### config.mk
export PLATFORM = sky130hd
export DESIGN_NAME = rpn_iter_unit
export DESIGN_NICKNAME = d
export VERILOG_FILES = /design/src/rtl/rpn_pkg.sv /design/src/rtl/rpn_iter_unit.sv
export SDC_FILE = /design/constraint.sdc
export NUM_CORES = 2
export LEC_CHECK = 0
export ABC_CLOCK_PERIOD_IN_PS = 11900
export BUFFER_PORTS_ARGS = -buffer_cell sky130_fd_sc_hd__buf_2
export CAP_MARGIN = 20
export CORE_MARGIN = 2
export CORE_UTILIZATION = 28
export CTS_CLUSTER_DIAMETER = 40
export DETAILED_ROUTE_END_ITERATION = 6
export SYNTH_ARGS = -nofsm -noshare
export SYNTH_HDL_FRONTEND = slang
export SYNTH_SLANG_ARGS = --single-unit
### constraint.sdc
create_clock -name clk -period 11.9 [get_ports clk]
set_input_delay 2.38 -clock clk [delete_from_list [all_inputs] [get_ports clk]]
set_output_delay 2.38 -clock clk [all_outputs]
set_load 0.01 [all_outputs]
### src/rtl/rpn_pkg.sv
// ----------------------------------------------------------------------------
// RPN calculator package
// Shared types, command codes and sizes for the RPN stack calculator.
// ----------------------------------------------------------------------------
package rpn_pkg;

	localparam int DEFAULT_STACK_DEPTH = 16;
	localparam int WORD_W = 32;

	typedef enum logic [3:0] {
		CMD_PUSH    = 4'd0,
		CMD_ADD     = 4'd1,
		CMD_SUB     = 4'd2,
		CMD_MUL     = 4'd3,
		CMD_DIV     = 4'd4,
		CMD_POW     = 4'd5,
		CMD_LOG     = 4'd6,
		CMD_SQRT    = 4'd7,
		CMD_SELECT  = 4'd8,
		CMD_INVALID = 4'd9,
		CMD_EOL     = 4'd10
	} cmd_t;

	typedef struct packed {
		logic [3:0]         command;
		logic signed [31:0] number;
	} rpn_in_t;

	typedef struct packed {
		logic signed [31:0] answer;
		logic               failed;
	} rpn_out_t;

	typedef enum logic [1:0] {
		OP_POW  = 2'd0,
		OP_DIV  = 2'd1,
		OP_LOG  = 2'd2,
		OP_SQRT = 2'd3
	} op_t;

	typedef struct packed {
		logic        start;
		op_t         op;
		logic [31:0] left;
		logic [31:0] right;
	} alu_req_t;

	typedef struct packed {
		logic        done;
		logic [31:0] result;
	} alu_rsp_t;

endpackage

### src/rtl/rpn_iter_unit.sv
// ----------------------------------------------------------------------------
// RPN iterative unit
// Multi-cycle unit for power, truncating divide, floor log and floor sqrt.
// One step per cycle, with a subtractor shared by divide and log and two 32x32 multipliers for power.
// ----------------------------------------------------------------------------
module rpn_iter_unit import rpn_pkg::*; (
	input  logic     clk,
	input  logic     arst_n,
	input  alu_req_t req,
	output alu_rsp_t rsp
);

	typedef enum logic [2:0] {
		S_IDLE, S_POW, S_DIV, S_LOG_DIV, S_LOG_CHK, S_SQRT, S_DONE
	} state_t;

	state_t      state_q;
	op_t         op_q;
	logic [31:0] acc_q;
	logic [31:0] base_q;
	logic [31:0] exp_q;
	logic [31:0] quo_q;
	logic [32:0] rem_q;
	logic [31:0] dvd_q;
	logic [31:0] dvs_q;
	logic [5:0]  cnt_q;
	logic        neg_q;
	logic [31:0] res_q;
	logic [31:0] bit_q;

	logic [32:0] rem_sh;
	logic [32:0] rem_sub;
	logic [31:0] quo_nx;
	logic [32:0] rem_nx;
	logic [31:0] sq_try;
	logic [31:0] mul_a;
	logic [31:0] mul_b;

	always_comb begin
		rem_sh  = {rem_q[31:0], dvd_q[31]};
		rem_sub = rem_sh - {1'b0, dvs_q};
		if (!rem_sub[32]) begin
			rem_nx = rem_sub;
			quo_nx = {quo_q[30:0], 1'b1};
		end else begin
			rem_nx = rem_sh;
			quo_nx = {quo_q[30:0], 1'b0};
		end
		sq_try = res_q + bit_q;
		mul_a  = acc_q * base_q;
		mul_b  = base_q * base_q;
	end

	assign rsp.done   = (state_q == S_DONE);
	assign rsp.result = acc_q;

	always_ff @(posedge clk or negedge arst_n) begin
		if (!arst_n) begin
			state_q <= S_IDLE;
		end else begin
			unique case (state_q)
				S_IDLE: begin
					if (req.start) begin
						op_q <= req.op;
						unique case (req.op)
							OP_POW: begin
								acc_q   <= 32'd1;
								base_q  <= req.left;
								exp_q   <= req.right;
								state_q <= S_POW;
							end
							OP_DIV: begin
								neg_q   <= req.left[31] ^ req.right[31];
								dvd_q   <= req.left[31] ? -req.left : req.left;
								dvs_q   <= req.right[31] ? -req.right : req.right;
								quo_q   <= '0;
								rem_q   <= '0;
								cnt_q   <= 6'd32;
								state_q <= S_DIV;
							end
							OP_LOG: begin
								acc_q   <= '0;
								exp_q   <= req.left;
								dvs_q   <= req.right;
								state_q <= S_LOG_CHK;
							end
							default: begin
								dvd_q   <= req.right;
								res_q   <= '0;
								bit_q   <= 32'h4000_0000;
								state_q <= S_SQRT;
							end
						endcase
					end
				end
				S_POW: begin
					if (exp_q == '0) begin
						state_q <= S_DONE;
					end else begin
						if (exp_q[0]) acc_q <= mul_a;
						base_q <= mul_b;
						exp_q  <= exp_q >> 1;
					end
				end
				S_DIV: begin
					quo_q <= quo_nx;
					rem_q <= rem_nx;
					dvd_q <= dvd_q << 1;
					cnt_q <= cnt_q - 6'd1;
					if (cnt_q == 6'd1) begin
						if (op_q == OP_DIV) begin
							acc_q   <= neg_q ? -quo_nx : quo_nx;
							state_q <= S_DONE;
						end else begin
							exp_q   <= quo_nx;
							acc_q   <= acc_q + 32'd1;
							state_q <= S_LOG_CHK;
						end
					end
				end
				S_LOG_CHK: begin
					if ($signed(exp_q) >= $signed(dvs_q)) begin
						dvd_q   <= exp_q;
						quo_q   <= '0;
						rem_q   <= '0;
						cnt_q   <= 6'd32;
						state_q <= S_DIV;
					end else begin
						state_q <= S_DONE;
					end
				end
				S_SQRT: begin
					if (bit_q == '0) begin
						acc_q   <= res_q;
						state_q <= S_DONE;
					end else if (dvd_q >= sq_try) begin
						dvd_q <= dvd_q - sq_try;
						res_q <= (res_q >> 1) + bit_q;
						bit_q <= bit_q >> 2;
					end else begin
						res_q <= res_q >> 1;
						bit_q <= bit_q >> 2;
					end
				end
				S_DONE: state_q <= S_IDLE;
				default: state_q <= S_IDLE;
			endcase
		end
	end

endmodule

==> run_results.csv <==
group,metric,value,unit
clock_tree,path_clk_slew,50,ps
logic_synthesis,ys_top_cells_by_area,"fa_1 31%, edfxtp_1 17%, ha_1 9.9%",
route,vias,38900,
clock_tree,holdBufCountCts,0,
sta,finalCriticalPeriod,8320,ps
run_status,violations,"DRC",
cells_and_area,fill_cells,18100,
die,ios,102,
logic_synthesis,synth-edff-count,280,
route,firstDrtPassIters,7,
route,wl,158000,um
clock_tree,worstSkewPairLatency,640,ps
global_route,grt_first_pass_wirelength,243000,um
sta,rsz0062_at_grt,"no",
cells_and_area,nNetsFinal,6539,
critical_path,r2r_slack,3580,ps
clock_tree,cts.path.max_buffers,3,
logic_synthesis,synth_area,0.0495,sq mm
critical_path,crit_type,"flop to flop",
critical_path,r2r-start,"base_q[3]",
logic_synthesis,synth_mux_area_frac,0.0123,
clock_tree,cts_root_buffer,"clkbuf_16",
critical_path,worst-path-buf-inv,4,
critical_path,cp-start-kind,"flop",
sta,post-route-period-util,0.699,
cells_and_area,areaGrowthSynthToFinish,10.0,%
logic_synthesis,synth-simple-area-share,0.155,
critical_path,cp_common_cell,"fa_1",
logic_synthesis,seq_area_frac_synth,0.171,
logic_synthesis,synth_cell_types,79,
logic_synthesis,synthXorXnorAreaFrac,0.0617,
global_route,grt_pass1_vias,40000,
worst_hold_path,hold_class,"flop to flop",
critical_path,crit_arrival,8650,ps
critical_path,slowest_delay,710,ps
critical_path,reg2regPathDepth,24,
die,core_area,0.176,sq mm
sta,clock.fmax,120,MHz
flow_run,drv_cap,0,
logic_synthesis,ys_ff_latch,283,
run_status,status,"finished, violations left",
critical_path,path_cells,"buf_4, nand2_1, fa_1, fa_1, fa_1, fa_1, fa_1, inv_1, fa_1, inv_1, fa_1, fa_1, inv_1, ha_1, a21o_1, a21o_1, a21oi_1, o21ai_0, a31o_2, a221o_1, a21oi_1, mux2i_1, a221oi_1, o21ai_0",
critical_path,path_max_fanout,43,
clock_tree,clock-sinks,283,
sta,tns,0,ps
critical_path,cp.depth,24,
global_route,grt_util_met1,0.237,
sta,finalSetupViolCount,0,
logic_synthesis,synth_compound_gate_area_share,0.106,
cells_and_area,layout-drive-gt1-share,0.0602,
global_route,met2_usage,0.280,
placed_design,post-dp-hpwl,122000,um
route,drt_iter0_drc,3807,
placed_design,numPortBuffers,101,
cells_and_area,final_cells,7691,
route,drc,11,
die,rows,154,
die,start_util,0.281,
logic_synthesis,synth_fa_ha_area_frac,0.413,
critical_path,cpMaxStageDelayCell,"edfxtp_1",
clock_tree,postCtsSetupRepairBufs,0,
logic_synthesis,syn_area_per_cell,9.26,sq um
critical_path,crit_path_end,"acc_q[30]",
die,die_x,425,um
sta,max_slew_margin,0.217,
critical_path,required,12230,ps
route,via_per_inst,5.06,
sta,skew,41.8,ps
clock_tree,htreeDepth,2,
logic_synthesis,synthCells,5346,
sta,hold_violations,0,
global_route,overflow,0,
logic_synthesis,synth_top_family_by_area,"adder cells",
logic_synthesis,yosysTopAreaCellShare,0.314,
logic_synthesis,yosysWarnings,0,
critical_path,r2r_end,"acc_q[30]",
logic_synthesis,synthArstFlopShare,0.0106,
global_route,grt_max_degree,68,
cells_and_area,final_common_cell,"inv_1",
critical_path,critPathCaptureType,"flop",
placed_design,placed_cell_area,0.0525,sq mm
worst_hold_path,hp-start,"rem_q[18]",
global_route,met3_usage,0.0289,
logic_synthesis,ys.flop_type,"edfxtp_1",
die,die_y,425,um
clock_tree,cts_inserted_buffers,57,
logic_synthesis,syn_nets,6583,
placed_design,gp_congestion,0.931,
cells_and_area,mostFrequentLayoutCells,"781 x inv_1, 777 x fa_1, 640 x nand2_1",
cells_and_area,final_area,0.0545,sq mm
die,die_area,0.180,sq mm
critical_path,cp-startpoint,"base_q[3]",
global_route,busiest_layer,"met2",
global_route,antenna_found_initial,10,
logic_synthesis,synth_top_area_cell,"fa_1",
sta,worstMarginPinSlew,1170,ps
placed_design,place_inst,7581,
clock_tree,cts_tree,"yes",
sta,drv_slew,0,
route,ant_nets,0,
global_route,grtUsageTotal,0.174,
clock_tree,cts_resized,0,
route,wire_per_inst,20.5,um
critical_path,crit_family,"adder cells",
==> flip-flops by register name (all words and copies together) (netlist names) <==
name and flops:
cnt_q 6, bit_q 16, exp_q 32, res_q 32
neg_q 1, acc_q 32, dvs_q 32, dvd_q 32
op_q 2, quo_q 31, rem_q 32, state_q 3
base_q 32
==> metrics by stage <==
step	utilization	hold slack (ps)	setup slack [ps]
floorplan	-	537	3340
global placement	0.298	581	3710
detailed placement	0.298	582	3630
CTS	0.310	596	3580
global route	0.310	629	3150
finish	0.310	588	3580
==> area by class of cell <==
class | count | area (sq um) | share of cell area
inverters | 783 | 2940 | 0.0539
diodes | 1 | 2.50 | 0.0000459
well taps | 2340 | 2930 | 0.0537
repair buffers | 173 | 1070 | 0.0196
clock buffers | 59 | 1430 | 0.0263
flip-flops and latches | 283 | 8480 | 0.156
multi-input cells | 4004 | 37100 | 0.681
clock inverters | 48 | 541 | 0.00992
==> worst min path at each step <==
| stage | end | slack, ps | cells past startpoint |
|---|---|---|---|
| 2_1_floorplan | exp_q[31] | 540 | 2 |
| 3_3_place_gp | rem_q[19] | 580 | 2 |
| 3_5_place_dp | rem_q[19] | 580 | 2 |
| 4_1_cts | rem_q[19] | 600 | 2 |
| 5_1_grt | rem_q[19] | 630 | 2 |
| 6_report | rem_q[19] | 590 | 2 |
==> cells by family (layout without fill, tap and decap cells) <==
logic type / after synthesis / after routing
and+or+nand+nor: 1591 / 1591
adders and majority gates: 1168 / 1168
buffers and inverters: 1059 / 1063
AOI/OAI and AO/OA: 835 / 835
xor gates and xnor gates: 349 / 349
DFF: 283 / 283
muxes: 61 / 61
other: 0 / 1
==> synth_stat cells, types with 20 or more instances <==
| master | instances |
|---|---|
| o21bai_1 | 22 |
| o21ai_0 | 217 |
| edfxtp_1 | 280 |
| o211ai_1 | 23 |
| xnor2_1 | 191 |
| nand4_1 | 29 |
| a211oi_1 | 30 |
| nor2b_1 | 41 |
| nor4_1 | 27 |
| ha_1 | 391 |
| a22oi_1 | 20 |
| o21a_1 | 22 |
| a21o_1 | 56 |
| and3_1 | 49 |
| mux2i_1 | 61 |
| clkbuf_1 | 251 |
| a21oi_1 | 244 |
| o31ai_1 | 28 |
| nor3_1 | 44 |
| xor2_1 | 158 |
| nand2_1 | 642 |
| nor2_1 | 261 |
| inv_1 | 782 |
| a31oi_1 | 31 |
| and2_1 | 343 |
| nand3_1 | 49 |
| nand2b_1 | 25 |
| fa_1 | 777 |
==> layer usage <==
metal | share of wire | wire [um] | vias up
li1 | - | - | 17300
met4 | 0.037 | 5850 | 2
met1 | 0.42 | 66400 | 19500
met5 | 0.000083 | 13 | -
met3 | 0.083 | 13200 | 319
met2 | 0.46 | 72100 | 1761
==> tightest hold or removal path, cell delays in order (launching register included) <==
cell and delay [ps]:
edfxtp_1 350, nand3_1 70, nand2_1 70
Power is left out: the tool's default activity adds up to more than one toggle a clock period on the data nets, which glitch-free logic cannot reach.
